<file path="src/sv/msci_pkg.sv">
`timescale 1ns / 1ps

package msci_pkg;

  // Start codes as they appear in one aligned big-endian word.
  localparam logic [31:0] CODE_GOP   = 32'h0000_01B8;
  localparam logic [31:0] CODE_VIDEO = 32'h0000_01E0;
  localparam logic [31:0] CODE_AUDIO = 32'h0000_01C0;

  // Configuration space: one 32-bit register, word addressed by paddr[2].
  localparam int unsigned ADDR_W = 3;
  localparam logic [0:0]  REG_TIME_STEP = 1'b0;
  localparam logic [31:0] TIME_STEP_RST = 32'd500000000;

  // Queue control from the producing and consuming sides.
  typedef struct packed {
    logic push;
    logic pop;
  } msci_qctl_t;

  // Queue status back to both sides.
  typedef struct packed {
    logic empty;
    logic full;
  } msci_qstat_t;

endpackage

</file>
<file path="src/sv/msci_front.sv">
`timescale 1ns / 1ps

module msci_front #(
  parameter int unsigned POS_BITS = 48
) (
  input  logic                clk_i,
  input  logic                rst_ni,
  input  logic                in_valid_i,
  input  logic                space_i,
  input  logic [31:0]         stream_word_i,
  output logic                push_o,
  output logic [POS_BITS-1:0] video_mark_o,
  output logic [POS_BITS-1:0] audio_pos_o
);
  import msci_pkg::*;

  logic [POS_BITS-1:0] byte_pos_q, byte_pos_d;
  logic [POS_BITS-1:0] video_mark_q, video_mark_d;
  logic                gop_seen_q, gop_seen_d;
  logic                accept;

  assign accept = in_valid_i && space_i;

  always_comb begin
    byte_pos_d   = byte_pos_q;
    video_mark_d = video_mark_q;
    gop_seen_d   = gop_seen_q;
    push_o       = 1'b0;
    if (accept) begin
      byte_pos_d = byte_pos_q + POS_BITS'(4);
      if (stream_word_i == CODE_VIDEO && !gop_seen_q) begin
        video_mark_d = byte_pos_q;
      end
      if (stream_word_i == CODE_GOP) begin
        gop_seen_d = 1'b1;
      end
      // A record closes the group: both marks start afresh.
      if (stream_word_i == CODE_AUDIO && gop_seen_q) begin
        push_o       = 1'b1;
        video_mark_d = '0;
        gop_seen_d   = 1'b0;
      end
    end
  end

  assign video_mark_o = video_mark_q;
  assign audio_pos_o  = byte_pos_q;

  always_ff @(posedge clk_i or negedge rst_ni) begin
    if (!rst_ni) begin
      byte_pos_q   <= '0;
      video_mark_q <= '0;
      gop_seen_q   <= 1'b0;
    end else begin
      byte_pos_q   <= byte_pos_d;
      video_mark_q <= video_mark_d;
      gop_seen_q   <= gop_seen_d;
    end
  end

endmodule

</file>
<file path="src/sv/msci_queue.sv">
`timescale 1ns / 1ps

module msci_queue #(
  parameter int unsigned WIDTH = 96
) (
  input  logic                    clk_i,
  input  logic                    rst_ni,
  input  msci_pkg::msci_qctl_t    ctl_i,
  input  logic [WIDTH-1:0]        wdata_i,
  output msci_pkg::msci_qstat_t   stat_o,
  output logic [WIDTH-1:0]        rdata_o
);
  import msci_pkg::*;

  logic [WIDTH-1:0] mem_q [2];
  logic             wr_ptr_q, rd_ptr_q;
  logic [1:0]       count_q, count_d;
  logic             do_push, do_pop;

  assign do_push = ctl_i.push && !stat_o.full;
  assign do_pop  = ctl_i.pop && !stat_o.empty;

  assign stat_o.empty = (count_q == 2'd0);
  assign stat_o.full  = (count_q == 2'd2);
  assign rdata_o      = mem_q[rd_ptr_q];

  always_comb begin
    count_d = count_q;
    if (do_push && !do_pop) begin
      count_d = count_q + 2'd1;
    end else if (do_pop && !do_push) begin
      count_d = count_q - 2'd1;
    end
  end

  always_ff @(posedge clk_i) begin
    if (do_push) begin
      mem_q[wr_ptr_q] <= wdata_i;
    end
  end

  always_ff @(posedge clk_i or negedge rst_ni) begin
    if (!rst_ni) begin
      wr_ptr_q <= 1'b0;
      rd_ptr_q <= 1'b0;
      count_q  <= 2'd0;
    end else begin
      if (do_push) begin
        wr_ptr_q <= ~wr_ptr_q;
      end
      if (do_pop) begin
        rd_ptr_q <= ~rd_ptr_q;
      end
      count_q <= count_d;
    end
  end

endmodule

</file>
<file path="src/sv/msci_back.sv">
`timescale 1ns / 1ps

module msci_back #(
  parameter int unsigned BLOCK_BITS = 15,
  parameter int unsigned POS_BITS   = 48
) (
  input  logic                clk_i,
  input  logic                rst_ni,
  input  logic                avail_i,
  input  logic [POS_BITS-1:0] video_mark_i,
  input  logic [POS_BITS-1:0] audio_pos_i,
  input  logic [31:0]         time_step_i,
  output logic                pop_o,
  output logic                out_valid_o,
  input  logic                out_ready_i,
  output logic [63:0]         record_time_o,
  output logic [47:0]         block_position_o,
  output logic [14:0]         video_in_block_o,
  output logic [31:0]         av_distance_o
);
  import msci_pkg::*;

  localparam logic [POS_BITS-1:0] BlockMask =
      POS_BITS'((65'(1) << BLOCK_BITS) - 65'(1));

  logic [63:0]         time_acc_q, time_acc_d;
  logic                out_valid_q, out_valid_d;
  logic [63:0]         rec_time_q;
  logic [47:0]         blk_pos_q;
  logic [14:0]         vid_off_q;
  logic [31:0]         aud_off_q;
  logic [POS_BITS-1:0] blk_full, off_full, diff_full;
  logic [63:0]         blk_wide, off_wide, diff_wide;

  assign pop_o = avail_i && (!out_valid_q || out_ready_i);

  assign blk_full  = video_mark_i & ~BlockMask;
  assign off_full  = video_mark_i & BlockMask;
  assign diff_full = audio_pos_i - video_mark_i;
  assign blk_wide  = 64'(blk_full);
  assign off_wide  = 64'(off_full);
  assign diff_wide = 64'(diff_full);

  always_comb begin
    time_acc_d  = time_acc_q;
    out_valid_d = out_valid_q;
    if (pop_o) begin
      time_acc_d  = time_acc_q + 64'(time_step_i);
      out_valid_d = 1'b1;
    end else if (out_ready_i) begin
      out_valid_d = 1'b0;
    end
  end

  always_ff @(posedge clk_i) begin
    if (pop_o) begin
      rec_time_q <= time_acc_q;
      blk_pos_q  <= blk_wide[47:0];
      vid_off_q  <= off_wide[14:0];
      aud_off_q  <= diff_wide[31:0];
    end
  end

  always_ff @(posedge clk_i or negedge rst_ni) begin
    if (!rst_ni) begin
      time_acc_q  <= '0;
      out_valid_q <= 1'b0;
    end else begin
      time_acc_q  <= time_acc_d;
      out_valid_q <= out_valid_d;
    end
  end

  assign out_valid_o      = out_valid_q;
  assign record_time_o    = rec_time_q;
  assign block_position_o = blk_pos_q;
  assign video_in_block_o = vid_off_q;
  assign av_distance_o    = aud_off_q;

endmodule

</file>
<file path="src/sv/mpeg_start_code_indexer_unit.sv">
`timescale 1ns / 1ps
// Channel   | Direction | Handshake              | Word
// ----------+-----------+------------------------+-----------------------------------------
// input     | in        | in_valid_i/in_ready_o  | stream_word_i (32 bits)
// output    | out       | out_valid_o/out_ready_i| record_time_o, block_position_o,
//           |           |                        | video_in_block_o, av_distance_o
// config    | in        | psel/penable/pready    | paddr, pwdata, prdata (time_step)
//
// One stream word is taken every cycle while the queue is not full. The record
// that an audio word closes is written into the queue at the edge that accepts
// the word, and into the output register once the back pops it from the queue;
// it is offered from that register. The two-entry queue between front and back
// absorbs output stalls: input is held off only when the queue is full. Reset is
// asynchronous and active low; it clears the positions, the group flag, the
// timestamp and the queue, and restores the time step to half a second.

module mpeg_start_code_indexer_unit #(
  parameter int unsigned BLOCK_BITS = 15,
  parameter int unsigned POS_BITS   = 48
) (
  input  logic                        clk_i,
  input  logic                        rst_ni,
  input  logic                        in_valid_i,
  output logic                        in_ready_o,
  input  logic [31:0]                 stream_word_i,
  output logic                        out_valid_o,
  input  logic                        out_ready_i,
  output logic [63:0]                 record_time_o,
  output logic [47:0]                 block_position_o,
  output logic [14:0]                 video_in_block_o,
  output logic [31:0]                 av_distance_o,
  input  logic                        psel,
  input  logic                        penable,
  input  logic                        pwrite,
  input  logic [msci_pkg::ADDR_W-1:0] paddr,
  input  logic [31:0]                 pwdata,
  output logic [31:0]                 prdata,
  output logic                        pready
);
  import msci_pkg::*;

  logic [31:0]           time_step_q;
  logic                  push;
  logic                  pop;
  logic [POS_BITS-1:0]   fr_mark, fr_pos, bk_mark, bk_pos;
  msci_qctl_t            q_ctl;
  msci_qstat_t           q_stat;

  // Configuration: the only register sits at word address zero. Other word
  // addresses read as zero and ignore writes.
  assign pready = 1'b1;
  assign prdata = (paddr[2] == REG_TIME_STEP) ? time_step_q : '0;

  always_ff @(posedge clk_i or negedge rst_ni) begin
    if (!rst_ni) begin
      time_step_q <= TIME_STEP_RST;
    end else if (psel && penable && pwrite && paddr[2] == REG_TIME_STEP) begin
      time_step_q <= pwdata;
    end
  end

  // The front scans every word; only closed groups enter the queue.
  assign in_ready_o = !q_stat.full;

  msci_front #(
    .POS_BITS(POS_BITS)
  ) u_front (
    .clk_i        (clk_i),
    .rst_ni       (rst_ni),
    .in_valid_i   (in_valid_i),
    .space_i      (in_ready_o),
    .stream_word_i(stream_word_i),
    .push_o       (push),
    .video_mark_o (fr_mark),
    .audio_pos_o  (fr_pos)
  );

  assign q_ctl.push = push;
  assign q_ctl.pop  = pop;

  msci_queue #(
    .WIDTH(2 * POS_BITS)
  ) u_queue (
    .clk_i  (clk_i),
    .rst_ni (rst_ni),
    .ctl_i  (q_ctl),
    .wdata_i({fr_mark, fr_pos}),
    .stat_o (q_stat),
    .rdata_o({bk_mark, bk_pos})
  );

  // The back formats one record per queue entry and advances the timestamp
  // by the step that is current when the record leaves the queue.
  msci_back #(
    .BLOCK_BITS(BLOCK_BITS),
    .POS_BITS  (POS_BITS)
  ) u_back (
    .clk_i           (clk_i),
    .rst_ni          (rst_ni),
    .avail_i         (!q_stat.empty),
    .video_mark_i    (bk_mark),
    .audio_pos_i     (bk_pos),
    .time_step_i     (time_step_q),
    .pop_o           (pop),
    .out_valid_o     (out_valid_o),
    .out_ready_i     (out_ready_i),
    .record_time_o   (record_time_o),
    .block_position_o(block_position_o),
    .video_in_block_o(video_in_block_o),
    .av_distance_o   (av_distance_o)
  );

endmodule

</file>
<file path="config.mk">
export PLATFORM = sky130hd
export DESIGN_NAME = mpeg_start_code_indexer_unit
export DESIGN_NICKNAME = d
export VERILOG_FILES = /design/src/sv/msci_pkg.sv /design/src/sv/msci_front.sv /design/src/sv/msci_queue.sv /design/src/sv/msci_back.sv /design/src/sv/mpeg_start_code_indexer_unit.sv
export SDC_FILE = /design/constraint.sdc
export NUM_CORES = 1
export LEC_CHECK = 0
export BUFFER_PORTS_ARGS = -buffer_cell sky130_fd_sc_hd__buf_2
export CAP_MARGIN = 20
export CORE_ASPECT_RATIO = 0.6
export CORE_MARGIN = 8
export CORE_UTILIZATION = 38
export CTS_BUF_LIST = sky130_fd_sc_hd__clkbuf_8
export CTS_CLUSTER_SIZE = 8
export DETAILED_ROUTE_END_ITERATION = 16
export HOLD_SLACK_MARGIN = 0.02
export PLACE_DENSITY_LB_ADDON = 0.05
export SETUP_SLACK_MARGIN = 0.2
export SKIP_CTS_REPAIR_TIMING = 1
export SLEW_MARGIN = 20
export SYNTH_ARGS = -nofsm -noshare
export SYNTH_HDL_FRONTEND = slang
export SYNTH_SLANG_ARGS = --single-unit
</file>
<file path="constraint.sdc">
create_clock -name clk_i -period 12 [get_ports clk_i]
set_clock_uncertainty 0.1 [all_clocks]
set_input_delay 0.6 -clock clk_i [delete_from_list [all_inputs] [get_ports clk_i]]
set_output_delay 0.6 -clock clk_i [all_outputs]
set_load 0.03 [all_outputs]
</file>
; Word level (Yosys, flattened, before mapping)
; Memory sizes are Yosys's and may differ from the RTL's.
; Cells that the tools add are included.
; W data, S select, Z words.
[classes]
reduce_logical = 25
add_sub_neg = 5
bitwise = 3
n_eq_ne = 4
n_mux = 13
[op_table]
columns = operator, count
row1 = $eq A32 B9 Y1 const B, 3
row2 = $mux W48, 2
row3 = $add A64 B32 Y64, 1
row4 = $add A48 B3 Y48 const B, 1
row5 = $mux W32, 1
row6 = $sub A32 B32 Y32, 1
row7 = $logic_and A1 B1 Y1, 11
row8 = $mux W1, 8
row9 = $reduce_bool A2 Y1, 4
row10 = $logic_not A1 Y1, 6
row11 = $mux W2, 2
row12 = $reduce_and A2 Y1, 2
row13 = $not A1 Y1, 3
row14 = $add A2 B1 Y2 const B, 1
row15 = $eq A2 B2 Y1 const B, 1
row16 = $logic_not A2 Y1, 1
row17 = $sub A2 B1 Y2 const B, 1
row18 = $logic_or A1 B1 Y1, 1
[totals]
output_inout_bits = 194
mem_bits_rw = 192
input_bits = 74
memories = 1
elab_cells = 64
regBits = 342
[memory_table]
columns = memory, words, word_bits, read_ports, rd_ports_with_merged_regs, write_ports, line
row1 = u_queue.mem_q, 2, 96, 1, 0, 1, msci_queue.sv:15  ; logic [WIDTH-1:0] mem_q [2];

; Longest topological paths before layout
[logic_depth]
depth_word = 9
ltp_mapped = 15

; Cells and area by module
; Synthesis repeated with hierarchy kept, for this count alone.
[unflattened]
cells_unflattened = 1664
area_unflattened_um2 = 23487.5
[by_module_without_submodules]
columns = module, area_each_um2, cells_each, n_inst
row1 = msci_back, 10573.9, 909, 1
row2 = msci_queue, 7241.9, 318, 1
row3 = msci_front, 4093.9, 330, 1
row4 = mpeg_start_code_indexer_unit, 1577.8, 107, 1

; Least setup slack after synthesis
; OpenSTA, ideal clock, no wires.
[synth_path]
path_kind = input to register
startpoint = input out_ready_i
endpoint = register u_back.time_acc_q[40]
path_buffers = 0
setup_ns = 0.080
setup_slack_ns = 6.336
t_arrival_ns = 5.484
stages = 7
path_cell_list = nand2b_1 o21ai_0 clkinv_1 and3_1 and3_1 o2111ai_1 xnor2_1
[synth_between]
elab_chain_cells = 2
[synth_lines]
columns = item, line
row1 = "start, declared", mpeg_start_code_indexer_unit.sv:27  ; input logic out_ready_i,
row2 = $logic_or A1 B1 Y1, msci_back.sv:35  ; assign pop_o = avail_i && (!out_valid_q || out_ready_i);
row3 = $logic_and A1 B1 Y1, msci_back.sv:35
row4 = via pop, mpeg_start_code_indexer_unit.sv:44  ; logic pop;
row5 = "end signal, assigned", msci_back.sv:69  ; time_acc_q <= time_acc_d;
row6 = "end, declared", msci_back.sv:26  ; logic [63:0] time_acc_q, time_acc_d;
; The timed path passes the listed nets, and every way through them passes these cells.
; A chain may end at the register's enable or synchronous reset.

; Worst setup path after layout
[layout_path]
startpoint = register u_queue.rd_ptr_q
endpoint = register u_back.aud_off_q[30], in the netlist u_back.av_distance_o[30], data pin
[layout_between]
elab_chain_cells = 2
[layout_lines]
columns = item, line
row1 = "start, declared", msci_queue.sv:16  ; logic wr_ptr_q, rd_ptr_q;
row2 = "start signal, assigned", msci_queue.sv:52  ; rd_ptr_q <= ~rd_ptr_q;
row3 = $mem_v2 Z2 W96, -
row4 = $sub A32 B32 Y32, msci_back.sv:39  ; assign diff_full = audio_pos_i - video_mark_i;
row5 = via u_back.diff_full[30], msci_back.sv:32  ; logic [POS_BITS-1:0] blk_full, off_full, diff_full;
row6 = "end signal, assigned", msci_back.sv:60  ; aud_off_q <= diff_wide[31:0];
row7 = "end, declared", msci_back.sv:31  ; logic [31:0] aud_off_q;
; The timed path passes the listed nets, and every way through them passes these cells.

==> summary.txt <==
Synth top cells by count - 292 x edfxtp_1, 202 x nand2_1, 181 x dfrtp_1
die height - 199 µm
Crit. End Element - flip-flop
overall die area - 64100 µm²
layout cells sized above 1 - 23.4%
NumNets Final - 2077
TritonCTS buffer count - 78
Avg Vias per Cell - 4.86
hold path startpoint - pwdata[27]
number of global-route vias before repair - 13912
H-Tree Level Count - 3
row count - 67
sequential area share after synthesis - 64.0%
status - complete, no violations
initial core utilization - 38.3%
Final Hold Fails - 0
Yosys top cell area share - 41.2%
Mapped Cells - 1653
port buffer count - 245
DR iter-0 viols - 873
crit path DAT - 5430 ps
most common cell in the netlist - edfxtp_1
# setup viols final - 0
GPL Wtd Cong - 0.863
f_max - 194 MHz
overall power - 3.42 mW
PwrDens - 138 nW/µm²
Avg Cell Area, Syn - 12.9 µm²
min-delay worst type - input pin to flip-flop
root buf cell - clkbuf_8
cell taking the most area after synthesis - edfxtp_1
peak supply drop - 0.0000775 V
Synth-to-Final Area Change - 16.3%
Slew Limit Fails - 0
Leakage - 11.1 nW
post-layout min period - 5160 ps
largest net degree at the start of global routing - 93
Final HPWL DP - 34.0 mm
router iterations before antenna repair - 5
# diodes - 0
Die W - 322 µm
CTS tree - built
Setup TNS Final - 0 ps
DRT Wirelength - 50.9 mm
measured slew at the worst slew-check pin - 981 ps
met3 usage - 3.42%
Critical Path RT - 12270 ps
ys flop type - edfxtp_1
grt total ovfl - 0
Yosys reg bits - 486
async set-reset flop share out of synthesis - 39.9%
global-route wire length before repair - 80.0 mm
CP Launch Type - flip-flop
busiest grt layer - met2
Syn. warnings - 0
mapped cell area - 21300 µm²
GRT Overall Usage - 16.0%
# DRC - 0
antenna violations before repair - 0
Reg2Reg Launch Point - u_queue.rd_ptr_q
Slew headroom - 33.6%
unrepaired setup endpoints after global routing - false
count of cell types in the netlist - 70
vias post-DR - 13410
I/O pins - 268
clock-pin slew on the worst setup and hold paths - 60 ps
Tcrit/Tclk final - 43.0%
crit path max fanout - 48
Max Cap Viol - 0
maximum root-to-sink buffer count - 3
Crit Path Category - flip-flop to flip-flop
Clock Sinks - 486
Routed Antenna Nets - 0
M2 GR Usage - 24.2%
Clock Latency Late Sink - 650 ps
met1 Track Usage GR - 22.7%
Post-synth EDFFs - 292
WL/cell - 18.5 µm
Area contributors post-synth - edfxtp_1 41%, dfrtp_1 21%, mux2_2 4.1%
core box area - 55600 µm²
worst setup path startpoint - u_queue.rd_ptr_q
## through the flow
step	cell area, µm²	worst slack, ps	hold slack (ps)	cells	util, %
finish	24800	6840	81.4	2761	44.6
global route	24800	6510	21.6	2761	44.6
CTS	24700	6760	-149	2758	44.5
detailed placement	23300	6820	354	2614	41.9
global placement	23300	6760	347	2614	41.9
floorplan	21400	6340	204	1671	-
## cell families after synthesis
family	count (synthesis)	share of synthesized area (%)
other cells	2	0.0353
fa+ha+maj	65	3.89
compound gates	299	8.74
flops	486	64.0
xor+xnor	132	5.43
buf+inv	133	2.74
simple gates	428	9.58
mux	108	5.53
## placed cells by master, fill, tap and decap left out, types with 5 or more instances in the layout
master and n:
edfxtp_1 292, buf_2 244, nand2_1 202, dfrtp_1 180, inv_1 105, o21ai_0 102, xnor2_1 92, clkbuf_8 87
mux2_2 78, a21oi_1 63, ha_1 63, nor2_1 54, xor2_1 40, nor2b_1 38, mux2i_1 30, and3_1 26
a21o_1 23, nand3_1 23, nand4_1 21, conb_1 20, nor3_1 17, o211ai_1 14, dfstp_2 13, o21a_1 11
o31ai_1 11, buf_4 11, a31oi_1 10, a211oi_1 9, o21bai_1 9, o2111ai_1 9, nor4_1 8, o21ai_1 8
nand2b_1 6, clkinv_2 5
## registers in the layout, summed over array words and instances (netlist names)
signal / cells
u_queue.mem_q: 152
u_back.record_time_o: 64
u_back.time_acc_q: 64
u_front.audio_pos_o: 46
u_front.video_mark_o: 46
u_back.block_position_o: 33
time_step_q: 32
u_back.av_distance_o: 30
u_back.video_in_block_o: 13
u_queue.count_q: 2
u_back.out_valid_o: 1
u_front.gop_seen_q: 1
u_queue.rd_ptr_q: 1
u_queue.wr_ptr_q: 1
## area by class of cell
cell class,instances,area [µm²]
inverter,61,234
tap,759,950
multi-input combinational,1052,7170
sequential,486,13600
timing repair buffer,259,1350
clock buffer,86,1180
fill,5216,30800
clock inverter,58,239
## layer usage
metal / wire (µm) / share of wire (%)
met2: 22000 / 43
met4: 1330 / 2.6
met3: 2300 / 4.5
met5: 0 / 0
met1: 25400 / 50
## report_power, final
part / leakage, nW / internal, mW / switching [mW]
sequential: 5.77 / 1.81 / 0.0472
combinational: 4.42 / 0.0942 / 0.154
clock: 0.884 / 0.657 / 0.658
## critical path, stage by stage, from the launching register on
cell and delay [ps]:
dfrtp_4 940, buf_4 570, mux2_2 430, fa_1 450, a211oi_1 270, nor2_1 120
o31ai_1 380, a21oi_1 190, o41ai_2 780, o22a_1 270, a31oi_1 140, xor2_1 180
## path summary, 6_finish.rpt
path,to,slack [ps],depth (start not counted)
worst max-delay path,u_back.av_distance_o[30],6840,11
worst max register to register,u_back.av_distance_o[30],6840,11
worst min-delay path,time_step_q[27],80,2
min in group asynchronous,u_back.time_acc_q[62],440,2
worst min register to register,u_queue.mem_q[0][77],360,0
max in group asynchronous,time_step_q[7],9960,3
Power figures use the tool's default switching activity.
